==> config.mk <==
export PLATFORM = sky130hd
export DESIGN_NAME = bresenham_line_rasterizer_flat
export DESIGN_NICKNAME = d
export VERILOG_FILES = /design/src/sv/brl_pkg.sv /design/src/sv/brl_cmd_if.sv /design/src/sv/brl_pix_if.sv /design/src/sv/brl_setup.sv /design/src/sv/brl_walker.sv /design/src/sv/bresenham_line_rasterizer.sv /design/src/flat_wrapper.sv
export SDC_FILE = /design/constraint.sdc
export NUM_CORES = 1
export LEC_CHECK = 0
export ABC_AREA = 1
export BUFFER_PORTS_ARGS = -buffer_cell sky130_fd_sc_hd__buf_2
export CAP_MARGIN = 20
export CORE_MARGIN = 4
export CORE_UTILIZATION = 67
export DETAILED_ROUTE_END_ITERATION = 6
export HOLD_SLACK_MARGIN = 0.06
export PLACE_DENSITY = 0.93
export SLEW_MARGIN = 20
export SYNTH_ARGS = -nofsm -noshare
export SYNTH_HDL_FRONTEND = slang
export SYNTH_HIERARCHICAL = 1
export SYNTH_SLANG_ARGS = --single-unit
==> constraint.sdc <==
create_clock -name clk -period 7.4 [get_ports clk]
set_clock_uncertainty 0.1 [all_clocks]
set_input_delay 0.74 -clock clk [delete_from_list [all_inputs] [get_ports clk]]
set_output_delay 0.74 -clock clk [all_outputs]
set_load 0.02 [all_outputs]
==> src/sv/brl_pkg.sv <==
package brl_pkg;

    localparam int COORD_BITS_DEFAULT = 12;
    localparam int COLOR_BITS         = 8;
    localparam int CFG_DATA_BITS      = 12;
    localparam int CFG_INDEX_BITS     = 1;

    localparam logic OP_START = 1'b0;
    localparam logic OP_STEP  = 1'b1;

    localparam logic [CFG_INDEX_BITS-1:0] REG_SCREEN_WIDTH  = 1'b0;
    localparam logic [CFG_INDEX_BITS-1:0] REG_SCREEN_HEIGHT = 1'b1;

    // setup stage -> walker stage
    typedef struct packed {
        logic valid;
        logic start;
        logic steep;
        logic minor_down;
        logic single;
    } setup_ctrl_t;

endpackage

==> src/sv/brl_cmd_if.sv <==
interface brl_cmd_if #(
    parameter int COORD_BITS = brl_pkg::COORD_BITS_DEFAULT
);
    logic                               valid;
    logic                               ready;
    logic                               opcode;
    logic signed [COORD_BITS-1:0]       start_x;
    logic signed [COORD_BITS-1:0]       start_y;
    logic signed [COORD_BITS-1:0]       end_x;
    logic signed [COORD_BITS-1:0]       end_y;
    logic [brl_pkg::COLOR_BITS-1:0]     pen_color;

    modport source (
        output valid, opcode, start_x, start_y, end_x, end_y, pen_color,
        input  ready
    );

    modport sink (
        input  valid, opcode, start_x, start_y, end_x, end_y, pen_color,
        output ready
    );
endinterface

==> src/sv/brl_pix_if.sv <==
interface brl_pix_if #(
    parameter int COORD_BITS = brl_pkg::COORD_BITS_DEFAULT
);
    logic                               valid;
    logic                               ready;
    logic signed [COORD_BITS-1:0]       pixel_x;
    logic signed [COORD_BITS-1:0]       pixel_y;
    logic [brl_pkg::COLOR_BITS-1:0]     pixel_color;
    logic                               visible;
    logic                               last;

    modport source (
        output valid, pixel_x, pixel_y, pixel_color, visible, last,
        input  ready
    );

    modport sink (
        input  valid, pixel_x, pixel_y, pixel_color, visible, last,
        output ready
    );
endinterface

==> src/sv/brl_setup.sv <==
module brl_setup #(
    parameter int COORD_BITS = brl_pkg::COORD_BITS_DEFAULT
) (
    input  logic                               clk,
    input  logic                               rst_n,
    brl_cmd_if.sink                            cmd,
    input  logic                               advance,
    output brl_pkg::setup_ctrl_t               ctrl,
    output logic signed [COORD_BITS-1:0]       major_start,
    output logic signed [COORD_BITS-1:0]       major_stop,
    output logic signed [COORD_BITS-1:0]       minor_start,
    output logic [COORD_BITS-1:0]              major_len,
    output logic [COORD_BITS-1:0]              minor_len,
    output logic [brl_pkg::COLOR_BITS-1:0]     color
);

    localparam int DW = COORD_BITS + 1;

    logic signed [DW-1:0]          dx;
    logic signed [DW-1:0]          dy;
    logic signed [DW-1:0]          adx;
    logic signed [DW-1:0]          ady;
    logic signed [DW-1:0]          dmaj;
    logic signed [DW-1:0]          dmin;
    logic signed [DW-1:0]          amaj;
    logic signed [DW-1:0]          amin;
    logic                          steep_c;
    logic                          swap;
    logic                          start_c;
    logic                          minor_down_c;
    logic signed [COORD_BITS-1:0]  maj1;
    logic signed [COORD_BITS-1:0]  maj2;
    logic signed [COORD_BITS-1:0]  min1;
    logic signed [COORD_BITS-1:0]  min2;
    logic                          load;

    logic                          s1_valid_reg;
    logic                          s1_valid_next;
    logic                          start_reg;
    logic                          steep_reg;
    logic                          minor_down_reg;
    logic                          single_reg;
    logic signed [COORD_BITS-1:0]  major_start_reg;
    logic signed [COORD_BITS-1:0]  major_stop_reg;
    logic signed [COORD_BITS-1:0]  minor_start_reg;
    logic [COORD_BITS-1:0]         major_len_reg;
    logic [COORD_BITS-1:0]         minor_len_reg;
    logic [brl_pkg::COLOR_BITS-1:0] color_reg;

    always_comb
    begin
        dx = {cmd.end_x[COORD_BITS-1], cmd.end_x} - {cmd.start_x[COORD_BITS-1], cmd.start_x};
        dy = {cmd.end_y[COORD_BITS-1], cmd.end_y} - {cmd.start_y[COORD_BITS-1], cmd.start_y};
        adx = dx[DW-1] ? -dx : dx;
        ady = dy[DW-1] ? -dy : dy;
        steep_c = ady > adx;

        dmaj = steep_c ? dy : dx;
        dmin = steep_c ? dx : dy;
        amaj = steep_c ? ady : adx;
        amin = steep_c ? adx : ady;
        maj1 = steep_c ? cmd.start_y : cmd.start_x;
        maj2 = steep_c ? cmd.end_y   : cmd.end_x;
        min1 = steep_c ? cmd.start_x : cmd.start_y;
        min2 = steep_c ? cmd.end_x   : cmd.end_y;

        // order endpoints so the major coordinate increases
        swap = dmaj[DW-1];
        // minor moves down unless the ordered minor delta is positive
        minor_down_c = swap ? !dmin[DW-1] : (dmin[DW-1] || (dmin == '0));

        unique case (cmd.opcode)
            brl_pkg::OP_START: start_c = 1'b1;
            brl_pkg::OP_STEP:  start_c = 1'b0;
            default:           start_c = 1'b0;
        endcase
    end

    assign cmd.ready = !s1_valid_reg || advance;
    assign load      = cmd.valid && cmd.ready;

    always_comb
    begin
        s1_valid_next = s1_valid_reg;
        if (cmd.ready)
        begin
            s1_valid_next = cmd.valid;
        end
    end

    always_ff @(posedge clk or negedge rst_n)
    begin
        if (!rst_n)
        begin
            s1_valid_reg <= 1'b0;
        end
        else
        begin
            s1_valid_reg <= s1_valid_next;
        end
    end

    always_ff @(posedge clk)
    begin
        if (load)
        begin
            start_reg       <= start_c;
            steep_reg       <= steep_c;
            minor_down_reg  <= minor_down_c;
            single_reg      <= (amaj == '0);
            major_start_reg <= swap ? maj2 : maj1;
            major_stop_reg  <= swap ? maj1 : maj2;
            minor_start_reg <= swap ? min2 : min1;
            major_len_reg   <= amaj[COORD_BITS-1:0];
            minor_len_reg   <= amin[COORD_BITS-1:0];
            color_reg       <= cmd.pen_color;
        end
    end

    assign ctrl.valid      = s1_valid_reg;
    assign ctrl.start      = start_reg;
    assign ctrl.steep      = steep_reg;
    assign ctrl.minor_down = minor_down_reg;
    assign ctrl.single     = single_reg;
    assign major_start     = major_start_reg;
    assign major_stop      = major_stop_reg;
    assign minor_start     = minor_start_reg;
    assign major_len       = major_len_reg;
    assign minor_len       = minor_len_reg;
    assign color           = color_reg;

endmodule

==> src/sv/brl_walker.sv <==
module brl_walker #(
    parameter int COORD_BITS = brl_pkg::COORD_BITS_DEFAULT
) (
    input  logic                                  clk,
    input  logic                                  rst_n,
    input  logic                                  cfg_we,
    input  logic [brl_pkg::CFG_INDEX_BITS-1:0]    cfg_index,
    input  logic [brl_pkg::CFG_DATA_BITS-1:0]     cfg_data,
    input  brl_pkg::setup_ctrl_t                  ctrl,
    input  logic signed [COORD_BITS-1:0]          major_start,
    input  logic signed [COORD_BITS-1:0]          major_stop,
    input  logic signed [COORD_BITS-1:0]          minor_start,
    input  logic [COORD_BITS-1:0]                 major_len,
    input  logic [COORD_BITS-1:0]                 minor_len,
    input  logic [brl_pkg::COLOR_BITS-1:0]        color,
    output logic                                  advance,
    brl_pix_if.source                             pix
);

    localparam int EW = COORD_BITS + 4;
    localparam int IW = COORD_BITS + 3;
    localparam int SW = (COORD_BITS > brl_pkg::CFG_DATA_BITS) ?
                        COORD_BITS : brl_pkg::CFG_DATA_BITS;
    localparam logic signed [COORD_BITS-1:0] ONE = {{(COORD_BITS-1){1'b0}}, 1'b1};

    logic [brl_pkg::CFG_DATA_BITS-1:0] screen_width_reg;
    logic [brl_pkg::CFG_DATA_BITS-1:0] screen_height_reg;

    logic                           line_active_reg,   line_active_next;
    logic signed [COORD_BITS-1:0]   major_pos_reg,     major_pos_next;
    logic signed [COORD_BITS-1:0]   major_end_reg,     major_end_next;
    logic signed [COORD_BITS-1:0]   minor_pos_reg,     minor_pos_next;
    logic signed [EW-1:0]           error_acc_reg,     error_acc_next;
    logic signed [IW-1:0]           step_incr_reg,     step_incr_next;
    logic signed [IW-1:0]           straight_incr_reg, straight_incr_next;
    logic                           steep_reg,         steep_next;
    logic                           minor_down_reg,    minor_down_next;
    logic [brl_pkg::COLOR_BITS-1:0] line_color_reg,    line_color_next;
    logic                           out_valid_reg,     out_valid_next;

    logic signed [COORD_BITS-1:0]   pix_x_reg;
    logic signed [COORD_BITS-1:0]   pix_y_reg;
    logic [brl_pkg::COLOR_BITS-1:0] pix_color_reg;
    logic                           visible_reg;
    logic                           last_reg;

    logic                           fire;
    logic                           emit;
    logic                           last_c;
    logic signed [EW-1:0]           da_e;
    logic signed [EW-1:0]           db_e;
    logic signed [EW-1:0]           db2_e;
    logic signed [EW-1:0]           diff2_e;
    logic signed [IW-1:0]           incr_sel;
    logic signed [COORD_BITS-1:0]   major_inc;
    logic signed [COORD_BITS-1:0]   x_c;
    logic signed [COORD_BITS-1:0]   y_c;
    logic [SW-1:0]                  x_ext;
    logic [SW-1:0]                  y_ext;
    logic [SW-1:0]                  w_ext;
    logic [SW-1:0]                  h_ext;
    logic                           visible_c;

    assign advance = !out_valid_reg || pix.ready;
    assign fire    = ctrl.valid && advance;
    assign emit    = fire && (ctrl.start || line_active_reg);

    always_comb
    begin
        da_e    = {4'b0000, major_len};
        db_e    = {4'b0000, minor_len};
        db2_e   = db_e <<< 1;
        diff2_e = (db_e - da_e) <<< 1;
        // error term negative: straight move, else diagonal move
        incr_sel  = error_acc_reg[EW-1] ? straight_incr_reg : step_incr_reg;
        major_inc = major_pos_reg + ONE;

        line_active_next   = line_active_reg;
        major_pos_next     = major_pos_reg;
        major_end_next     = major_end_reg;
        minor_pos_next     = minor_pos_reg;
        error_acc_next     = error_acc_reg;
        step_incr_next     = step_incr_reg;
        straight_incr_next = straight_incr_reg;
        steep_next         = steep_reg;
        minor_down_next    = minor_down_reg;
        line_color_next    = line_color_reg;
        last_c             = 1'b0;

        if (fire && ctrl.start)
        begin
            major_pos_next     = major_start;
            major_end_next     = major_stop;
            minor_pos_next     = minor_start;
            error_acc_next     = db2_e - da_e;
            step_incr_next     = diff2_e[IW-1:0];
            straight_incr_next = db2_e[IW-1:0];
            steep_next         = ctrl.steep;
            minor_down_next    = ctrl.minor_down;
            line_color_next    = color;
            line_active_next   = !ctrl.single;
            last_c             = ctrl.single;
        end
        else if (fire && line_active_reg)
        begin
            major_pos_next = major_inc;
            if (!error_acc_reg[EW-1])
            begin
                minor_pos_next = minor_down_reg ? (minor_pos_reg - ONE) : (minor_pos_reg + ONE);
            end
            error_acc_next   = error_acc_reg + {incr_sel[IW-1], incr_sel};
            last_c           = !(major_inc < major_end_reg);
            line_active_next = !last_c;
        end

        x_c = steep_next ? minor_pos_next : major_pos_next;
        y_c = steep_next ? major_pos_next : minor_pos_next;
        x_ext = SW'($unsigned(x_c));
        y_ext = SW'($unsigned(y_c));
        w_ext = SW'(screen_width_reg);
        h_ext = SW'(screen_height_reg);
        visible_c = !x_c[COORD_BITS-1] && !y_c[COORD_BITS-1] &&
                    (x_ext < w_ext) && (y_ext < h_ext);

        out_valid_next = out_valid_reg;
        if (emit)
        begin
            out_valid_next = 1'b1;
        end
        else if (pix.ready)
        begin
            out_valid_next = 1'b0;
        end
    end

    always_ff @(posedge clk or negedge rst_n)
    begin
        if (!rst_n)
        begin
            screen_width_reg  <= '0;
            screen_height_reg <= '0;
        end
        else if (cfg_we)
        begin
            unique case (cfg_index)
                brl_pkg::REG_SCREEN_WIDTH:  screen_width_reg  <= cfg_data;
                brl_pkg::REG_SCREEN_HEIGHT: screen_height_reg <= cfg_data;
                default:                    screen_width_reg  <= screen_width_reg;
            endcase
        end
    end

    always_ff @(posedge clk or negedge rst_n)
    begin
        if (!rst_n)
        begin
            line_active_reg   <= 1'b0;
            major_pos_reg     <= '0;
            major_end_reg     <= '0;
            minor_pos_reg     <= '0;
            error_acc_reg     <= '0;
            step_incr_reg     <= '0;
            straight_incr_reg <= '0;
            steep_reg         <= 1'b0;
            minor_down_reg    <= 1'b0;
            line_color_reg    <= '0;
            out_valid_reg     <= 1'b0;
        end
        else
        begin
            line_active_reg   <= line_active_next;
            major_pos_reg     <= major_pos_next;
            major_end_reg     <= major_end_next;
            minor_pos_reg     <= minor_pos_next;
            error_acc_reg     <= error_acc_next;
            step_incr_reg     <= step_incr_next;
            straight_incr_reg <= straight_incr_next;
            steep_reg         <= steep_next;
            minor_down_reg    <= minor_down_next;
            line_color_reg    <= line_color_next;
            out_valid_reg     <= out_valid_next;
        end
    end

    always_ff @(posedge clk)
    begin
        if (emit)
        begin
            pix_x_reg     <= x_c;
            pix_y_reg     <= y_c;
            pix_color_reg <= line_color_next;
            visible_reg   <= visible_c;
            last_reg      <= last_c;
        end
    end

    assign pix.valid       = out_valid_reg;
    assign pix.pixel_x     = pix_x_reg;
    assign pix.pixel_y     = pix_y_reg;
    assign pix.pixel_color = pix_color_reg;
    assign pix.visible     = visible_reg;
    assign pix.last        = last_reg;

`ifndef SYNTHESIS
    a_active_before_end: assert property (@(posedge clk) disable iff (!rst_n)
        line_active_reg |-> (major_pos_reg < major_end_reg))
        else $error("active line already at or past its end");

    a_last_ends_line: assert property (@(posedge clk) disable iff (!rst_n)
        (emit && last_c) |=> !line_active_reg)
        else $error("line still active after its last pixel");

    a_emit_loads_output: assert property (@(posedge clk) disable iff (!rst_n)
        emit |=> out_valid_reg)
        else $error("emitted pixel not held in output register");

    a_pending_mid_pixel: assert property (@(posedge clk) disable iff (!rst_n)
        (out_valid_reg && !last_reg) |-> line_active_reg)
        else $error("non-final pixel pending with no active line");
`endif

endmodule

==> src/sv/bresenham_line_rasterizer.sv <==
// An accepted cmd transaction is registered in the setup stage, then its pixel in the
// walker output register on pix. One start or step per cycle unless pix stalls; the
// step path is one error add and one end compare on registered walker state.
// A step with no active line gives no pixel. Output stalls back up through both stages.
// Reset (rst_n low, async) clears the line state, screen size and both valid flags.
module bresenham_line_rasterizer #(
    parameter int COORD_BITS = brl_pkg::COORD_BITS_DEFAULT
) (
    input  logic                               clk,
    input  logic                               rst_n,
    input  logic                               cfg_we,
    input  logic [brl_pkg::CFG_INDEX_BITS-1:0] cfg_index,
    input  logic [brl_pkg::CFG_DATA_BITS-1:0]  cfg_data,
    brl_cmd_if.sink                            cmd,
    brl_pix_if.source                          pix
);

    brl_pkg::setup_ctrl_t            ctrl;
    logic                            advance;
    logic signed [COORD_BITS-1:0]    major_start;
    logic signed [COORD_BITS-1:0]    major_stop;
    logic signed [COORD_BITS-1:0]    minor_start;
    logic [COORD_BITS-1:0]           major_len;
    logic [COORD_BITS-1:0]           minor_len;
    logic [brl_pkg::COLOR_BITS-1:0]  color;

    brl_setup #(
        .COORD_BITS (COORD_BITS)
    ) u_setup (
        .clk         (clk),
        .rst_n       (rst_n),
        .cmd         (cmd),
        .advance     (advance),
        .ctrl        (ctrl),
        .major_start (major_start),
        .major_stop  (major_stop),
        .minor_start (minor_start),
        .major_len   (major_len),
        .minor_len   (minor_len),
        .color       (color)
    );

    brl_walker #(
        .COORD_BITS (COORD_BITS)
    ) u_walker (
        .clk         (clk),
        .rst_n       (rst_n),
        .cfg_we      (cfg_we),
        .cfg_index   (cfg_index),
        .cfg_data    (cfg_data),
        .ctrl        (ctrl),
        .major_start (major_start),
        .major_stop  (major_stop),
        .minor_start (minor_start),
        .major_len   (major_len),
        .minor_len   (minor_len),
        .color       (color),
        .advance     (advance),
        .pix         (pix)
    );

endmodule

==> src/flat_wrapper.sv <==
// flat-port wrapper written by rule: the top's interface ports become plain ports
module bresenham_line_rasterizer_flat 
#(
    parameter int COORD_BITS = brl_pkg::COORD_BITS_DEFAULT
)
  (clk, rst_n, cfg_we, cfg_index, cfg_data, cmd_valid, cmd_opcode, cmd_start_x, cmd_start_y, cmd_end_x, cmd_end_y, cmd_pen_color, cmd_ready, pix_valid, pix_pixel_x, pix_pixel_y, pix_pixel_color, pix_visible, pix_last, pix_ready);
  brl_cmd_if #(.COORD_BITS(COORD_BITS)) cmd_i ();
  brl_pix_if #(.COORD_BITS(COORD_BITS)) pix_i ();
  input  logic clk;
  input  logic rst_n;
  input  logic cfg_we;
  input  logic [brl_pkg::CFG_INDEX_BITS-1:0] cfg_index;
  input  logic [brl_pkg::CFG_DATA_BITS-1:0] cfg_data;
  input wire logic [$bits(cmd_i.valid)-1:0] cmd_valid;
  input wire logic [$bits(cmd_i.opcode)-1:0] cmd_opcode;
  input wire logic [$bits(cmd_i.start_x)-1:0] cmd_start_x;
  input wire logic [$bits(cmd_i.start_y)-1:0] cmd_start_y;
  input wire logic [$bits(cmd_i.end_x)-1:0] cmd_end_x;
  input wire logic [$bits(cmd_i.end_y)-1:0] cmd_end_y;
  input wire logic [$bits(cmd_i.pen_color)-1:0] cmd_pen_color;
  output wire logic [$bits(cmd_i.ready)-1:0] cmd_ready;
  output wire logic [$bits(pix_i.valid)-1:0] pix_valid;
  output wire logic [$bits(pix_i.pixel_x)-1:0] pix_pixel_x;
  output wire logic [$bits(pix_i.pixel_y)-1:0] pix_pixel_y;
  output wire logic [$bits(pix_i.pixel_color)-1:0] pix_pixel_color;
  output wire logic [$bits(pix_i.visible)-1:0] pix_visible;
  output wire logic [$bits(pix_i.last)-1:0] pix_last;
  input wire logic [$bits(pix_i.ready)-1:0] pix_ready;
  assign cmd_i.valid = cmd_valid;
  assign cmd_i.opcode = cmd_opcode;
  assign cmd_i.start_x = cmd_start_x;
  assign cmd_i.start_y = cmd_start_y;
  assign cmd_i.end_x = cmd_end_x;
  assign cmd_i.end_y = cmd_end_y;
  assign cmd_i.pen_color = cmd_pen_color;
  assign cmd_ready = cmd_i.ready;
  assign pix_valid = pix_i.valid;
  assign pix_pixel_x = pix_i.pixel_x;
  assign pix_pixel_y = pix_i.pixel_y;
  assign pix_pixel_color = pix_i.pixel_color;
  assign pix_visible = pix_i.visible;
  assign pix_last = pix_i.last;
  assign pix_i.ready = pix_ready;
  bresenham_line_rasterizer #(.COORD_BITS(COORD_BITS)) u_core (.clk(clk), .rst_n(rst_n), .cfg_we(cfg_we), .cfg_index(cfg_index), .cfg_data(cfg_data), .cmd(cmd_i), .pix(pix_i));
endmodule
==> results_dict.tcl, run 1 <==
set metrics [dict create \
    outcome "finished clean" \
    synthesis.area_um2 15800 \
    cts-root-buf "clkbuf_16" \
    hpwl_mm 31.6 \
    worstPathRequired_ns 7.66 \
    drv_slew 0 \
    die_w_um 162 \
    gr-usage-all-layers_pct 31.6 \
    avgSynthCellArea_um2 7.43 \
    grt_overflow 0 \
    drt_wl_total_mm 41.9 \
    cts_hold_buf 0 \
    r2r_end "u_core/u_walker/pix.visible" \
    grt_first_pass_wirelength_mm 68.2 \
    fin_tns_setup_ns 0 \
    pre_cts_ws_ns 1.67 \
    endpoint_kind "flop" \
    yosys-top-cells-area "edfxtp_1 20%, dfrtp_1 18%, nand2_1 15%, ha_1 9.5%, inv_1 7.7%" \
    post-route-util_pct 73.9 \
    postCtsResizedCells 0 \
    dr.pass1.iters 6 \
    cpMostUsedCell "nand2_1" \
    reg2reg_slack_ns 3.14 \
    cp_num_cells 31 \
    layout-area-overhead-vs-synth_pct 8.81 \
    path_class "in -> reg" \
    fillers 1760 \
    drtIter0Drc 1634 \
    worst_slew_pin_slew_ns 0.893 \
    cp_slowest_cell "o21bai_4" \
    slowest_delay_ns 0.68 \
    fp.dieH_um 162 \
    cts_tree "done" \
    synth_seq_area_share_pct 37.9 \
    rows 56 \
    finalCriticalPeriod_ns 5.36 \
    startpoint "cmd_end_x[0]" \
    worstSetupStartpointType "input port" \
    period_share_pct 72.4 \
    ys_seq_elements 219 \
    finalWorstSetupSlack_ns 2.04 \
    cts.reportedPaths.clkPinSlew_ns 0.06 \
    grt_max_degree 95 \
    synth_flop_cell "dfrtp_1" \
    fmax_mhz 187 \
    yosysWarnings 6 \
    largest_reg_flops 15 \
    r2r_start "u_core/u_setup/s1_valid_reg" \
    hold_viol_final 0 \
    synth-async-reset-ratio_pct 51.6 \
    yosysUniqueCellTypes 58 \
    drc 0 \
    cts_made_buffers 23 \
    place.gp.congestion 0.997 \
    arrival_ns 5.61 \
    grt_pass1_vias 14200 \
    rsz0062_at_grt "false" \
    yosys-top-cells-count "635 x nand2_1, 326 x inv_1, 167 x o21ai_0" \
    fin_nets 2414 \
    htreeDepth 1 \
    holdCritPathClass "in -> async" \
    reg2reg_depth 16 \
    worst-path-buf-inv 7 \
    io_pins 111 \
    synthCells 2132 \
    cts_buffer_depth 3 \
    cts.sinks 219 \
    num_vias 14700 \
    hold_slack_ns 0.134 \
    synth_nets 2333 \
    yosys.area.top_type_share_pct 20.1 \
    viasPerCell 5.79 \
    finalSetupViolCount 0 \
    post_cts_buffers 0 \
    drive_gt1_share_pct 10.3 \
    initial_utilization_pct 67.9 \
    antenna_found_initial 0 \
    irDropWorstVdd_mv 0.225 \
    insertion_delay_ns 0.51 \
    diodes 0 \
    critPathTopFamily "simple AND/OR/NAND/NOR gates" \
    die_area_um2 26200 \
    endpoint "u_core/u_setup/minor_start[7]" \
    cellLeakagePower_uw 0.00886 \
    yosysMostFrequentCell "nand2_1" \
    cp_max_fo 39 \
    port_buffers 110 \
    p_per_area_nw_per_um2 445 \
    maxCapViolations 0 \
    drt.antenna.violating_nets 0 \
    maxSlewHeadroom_pct 40.5 \
    synth_edf_count 106 \
    fp.coreArea_um2 23300 \
    routedWlPerCell_um 16.4 \
    synth_top_area_cell "edfxtp_1" \
]
## per-stage QoR
| stage | cell area [µm²] | std cells | power (µW) |
|---|---|---|---|
| after floorplan | 15800 | 2132 | 5390 |
| after global placement | 16500 | 2507 | 6190 |
| after detailed placement | 16500 | 2507 | 6400 |
| after CTS | 17200 | 2548 | 7590 |
| after global routing | 17200 | 2548 | 8320 |
| final | 17200 | 2548 | 7680 |
## routing by layer
metal	up-vias	share of wire (%)	global-route usage, %
met2	762	46	53.6
met5	-	0	0
met3	118	9.0	5.28
li1	7125	-	-
met1	6742	40	40.6
met4	0	4.2	12.8
## cell families (layout without fill, tap and decap cells)
group                      after synthesis  count (layout)  share of synthesized area [%]
AOI/OAI and AO/OA                      392             392                           14.0
and+or+nand+nor                        973             973                           26.1
buffers and inverters                  396             493                           10.3
adders and majority gates              126             126                           10.2
DFF                                    219             219                           37.9
xor gates and xnor gates                26              26                           1.44
## placed cells by master (no fill, tap or decap), drive strengths merged, types with 7 or more instances in the layout
cell,n
or2,13
nand3,140
nor3,11
o211ai,18
o21ai,204
nand2,655
dfrtp,113
a21oi,115
o22ai,12
a21boi,7
o21bai,8
nand4,27
clkbuf,33
inv,334
buf,119
edfxtp,106
xor2,17
xnor2,9
ha,120
nor2,117
## final cells by class
cell class,count,area [µm²],share of cell area [%]
well taps,319,399,2.32
inverters,333,1250,7.25
clock buffers,33,664,3.85
flip-flops and latches,219,6010,34.9
repair buffers,119,621,3.60
multi-input cells,1517,8230,47.7
clock inverters,8,66.3,0.385
## worst reg2reg max path, delay by kind of cell, from the launching register on
| family | cells | cell delay, ns |
|---|---|---|
| buffers and inverters | 2 | 0.52 |
| flip-flops | 1 | 0.59 |
| AND/OR/NAND/NOR | 10 | 1.90 |
| AO/OA/AOI/OAI | 3 | 0.76 |
| adder cells (fa/ha/maj) | 1 | 0.25 |
## how the worst min path moves through the flow
stage | slack (ns) | depth (start not counted) | startpoint | end
after detailed placement | 0.34 | 2 | u_core/u_setup/major_stop[0] | u_core/u_walker/major_end_reg[0]
after global placement | 0.33 | 2 | u_core/u_setup/major_stop[0] | u_core/u_walker/major_end_reg[0]
final | 0.13 | 1 | rst_n | u_core/u_walker/screen_width_reg[10]
after floorplan | 0.32 | 2 | u_core/u_setup/major_stop[0] | u_core/u_walker/major_end_reg[0]
after global routing | 0.18 | 1 | rst_n | u_core/u_walker/screen_width_reg[9]
after CTS | 0.15 | 1 | rst_n | u_core/u_walker/h_ext[10]
## power breakdown
part	internal (µW)	switching [µW]	total (µW)	leakage [µW]
Clock	658	465	1120	0.000362
Sequential	1910	290	2200	0.00236
Combinational	1470	2880	4350	0.00613
Note: power is estimated with default switching activity, not from simulation.
==> run 2: changes to the inputs <==
--- a/config.mk
+++ b/config.mk
@@ -9,10 +9,10 @@
 export BUFFER_PORTS_ARGS = -buffer_cell sky130_fd_sc_hd__buf_2
 export CAP_MARGIN = 20
 export CORE_MARGIN = 4
-export CORE_UTILIZATION = 67
+export CORE_UTILIZATION = 56
 export DETAILED_ROUTE_END_ITERATION = 6
 export HOLD_SLACK_MARGIN = 0.06
-export PLACE_DENSITY = 0.93
+export PLACE_DENSITY = 0.84
 export SLEW_MARGIN = 20
 export SYNTH_ARGS = -nofsm -noshare
 export SYNTH_HDL_FRONTEND = slang
==> constraint.sdc (replaced) <==
create_clock -name clk -period 4.5 [get_ports clk]
set_clock_uncertainty 0.1 [all_clocks]
set_input_delay 0.45 -clock clk [delete_from_list [all_inputs] [get_ports clk]]
set_output_delay 0.45 -clock clk [all_outputs]
set_load 0.02 [all_outputs]
==> run 2 against run 1 <==
  * First-iteration DRC count shrank 21%
  * Flip-flop and latch count is the same
  * Routed wire length increased by 2.7%
  * Global-route usage shrank 4.3 points
  * Combinational power rose by 75%
  * Via count grew 2.2%
  * Register-to-register slack worse by 2.5 ns
  * Clock power is 70% higher
  * Core utilization fell by 7.7 points
  * Die area up 19%
==> results_dict.tcl, run 2 (synthesized netlist as in run 1, its figures left out) <==
set metrics [dict create \
    seq_power_share_pct 27.6 \
    rows 61 \
    internal_power_uw 7090 \
    finalWorstSetupSlack_ns 0.382 \
    fp.coreArea_um2 27900 \
    antenna_found_initial 0 \
    cts_made_buffers 24 \
    fp.dieH_um 176 \
    p_sw_uw 6040 \
    htreeDepth 1 \
    r2r_start "u_core/u_walker/minor_down_reg" \
    routedWlPerCell_um 15.7 \
    finalSetupViolCount 0 \
    dr.pass1.iters 5 \
    drtIter0Drc 1294 \
    endpoint_kind "flop" \
    worst-path-buf-inv 6 \
    grt_first_pass_wirelength_mm 69.8 \
    arrival_ns 4.29 \
    reg2reg_depth 19 \
    worstPathRequired_ns 4.67 \
    slowest_delay_ns 0.38 \
    place.gp.congestion 1.01 \
    maxSlewHeadroom_pct 29.3 \
    fillers 2321 \
    io_pins 111 \
    drt.antenna.violating_nets 0 \
    cts.sinks 219 \
    rsz0062_at_grt "false" \
    cellLeakagePower_uw 0.00952 \
    reg2reg_slack_ns 0.62 \
    initial_utilization_pct 56.9 \
    holdCritStartpoint "cmd_opcode" \
    drt_wl_total_mm 43.0 \
    r2r_end "u_core/u_walker/pix.visible" \
    insertion_delay_ns 0.52 \
    die_area_um2 31000 \
    critPathTopFamily "simple AND/OR/NAND/NOR gates" \
    fmax_mhz 243 \
    cp_num_cells 33 \
    diodes 0 \
    grt_max_degree 52 \
    cts.reportedPaths.clkPinSlew_ns 0.06 \
    drv_slew 0 \
    min_to "u_core/u_setup/start_reg" \
    layout-area-overhead-vs-synth_pct 16.4 \
    cp_max_fo 26 \
    worst_slew_pin_slew_ns 1.06 \
    comb_power_share_pct 57.9 \
    maxCapViolations 0 \
    power_frac_clock_pct 14.5 \
    port_buffers 110 \
    switching_share_pct 46.0 \
    gr-usage-all-layers_pct 27.2 \
    drc 0 \
    cts_tree "done" \
    die_w_um 176 \
    irDropWorstVdd_mv 0.324 \
    pre_cts_ws_ns -0.250 \
    cts_buffer_depth 3 \
    worstSetupStartpointType "input port" \
    hpwl_mm 33.6 \
    drive_gt1_share_pct 14.9 \
    mostFrequentLayoutCell "nand2_1" \
    path_class "in -> reg" \
    holdCritPathClass "in -> reg" \
    num_vias 15100 \
    cp_slowest_cell "fa_1" \
    hold_viol_final 0 \
    hold_path_depth 2 \
    fin_nets 2544 \
    final_cell_mix "634 x nand2_1, 326 x inv_1, 161 x o21ai_0" \
    p_per_area_nw_per_um2 712 \
    cpMostUsedCell "nand2_1" \
    period_share_pct 91.5 \
    fin_tns_setup_ns 0 \
    grt_pass1_vias 14400 \
    largest_reg_flops 15 \
    cts-root-buf "clkbuf_16" \
    outcome "finished clean" \
    grt_overflow 0 \
    viasPerCell 5.50 \
    finalCriticalPeriod_ns 4.12 \
]
## run 2: cell types whose count changed in the layout (fill, tap and decap cells not counted), sizes merged
cell and change:
buf +119, dlygate4sd3 +10, clkbuf +2, clkinv +1
## run 2: power groups by stage
| stage | clock [µW] | combinational [µW] | sequential (µW) |
|---|---|---|---|
| finish | 1900 | 7610 | 3630 |
| global route | 2030 | 8550 | 3700 |
| CTS | 1940 | 7490 | 3610 |
| detailed placement | 0 | 7410 | 3640 |
| global placement | 0 | 7110 | 3600 |
| floorplan | 0 | 5230 | 3640 |
## run 2: stage by stage
stage / std cells / hold slack [ns] / total power (µW) / cell area, µm² / utilization [%]
3_5_place_dp: 2685 / 0.331 / 11100 / 17600 / 63.0
4_1_cts: 2739 / 0.0831 / 13100 / 18400 / 66.2
6_report: 2739 / 0.0977 / 13100 / 18400 / 66.2
3_3_place_gp: 2685 / 0.330 / 10700 / 17600 / 63.0
5_1_grt: 2739 / 0.0994 / 14300 / 18400 / 66.2
2_1_floorplan: 2132 / 0.0544 / 8860 / 15800 / -
## run 2: worst max-delay path by stage
stage          slack [ns]           start                       endpoint
2_1_floorplan        0.39    cmd_end_y[0]  u_core/u_setup/major_stop[10]
3_3_place_gp        -0.16  cmd_start_y[0]  u_core/u_setup/major_start[3]
3_5_place_dp        -0.25  cmd_start_y[0]  u_core/u_setup/major_start[3]
4_1_cts              0.31  cmd_start_y[0]  u_core/u_setup/major_start[3]
5_1_grt             0.005    cmd_end_y[0]      u_core/u_setup/single_reg
6_report             0.38  cmd_start_y[0]   u_core/u_setup/major_stop[2]
## run 2: cell type report
class / instances / area, µm² / share of cell area (%)
Timing Repair Buffer: 248 / 1700 / 9.23
Inverter: 333 / 1250 / 6.78
Tap cell: 378 / 473 / 2.56
Clock inverter: 9 / 87.6 / 0.475
Clock buffer: 35 / 682 / 3.70
Sequential cell: 219 / 6010 / 32.6
Multi-Input combinational cell: 1517 / 8230 / 44.7
## run 2: what timing repair did
item	4_1_cts	5_1_grt
resized for setup	0	7
endpoints found under the setup margin	0	13
buffers inserted	0	0
hold buffers	10	0
hold endpoints to repair	49	0
## run 2: layer usage
layer / part of all wire (%) / global-route usage [%] / wire (µm)
met5: 0 / 0 / 0
met4: 2.5 / 7.02 / 1060
met3: 6.8 / 2.83 / 2930
met2: 47 / 46.9 / 20300
met1: 44 / 37.1 / 18700
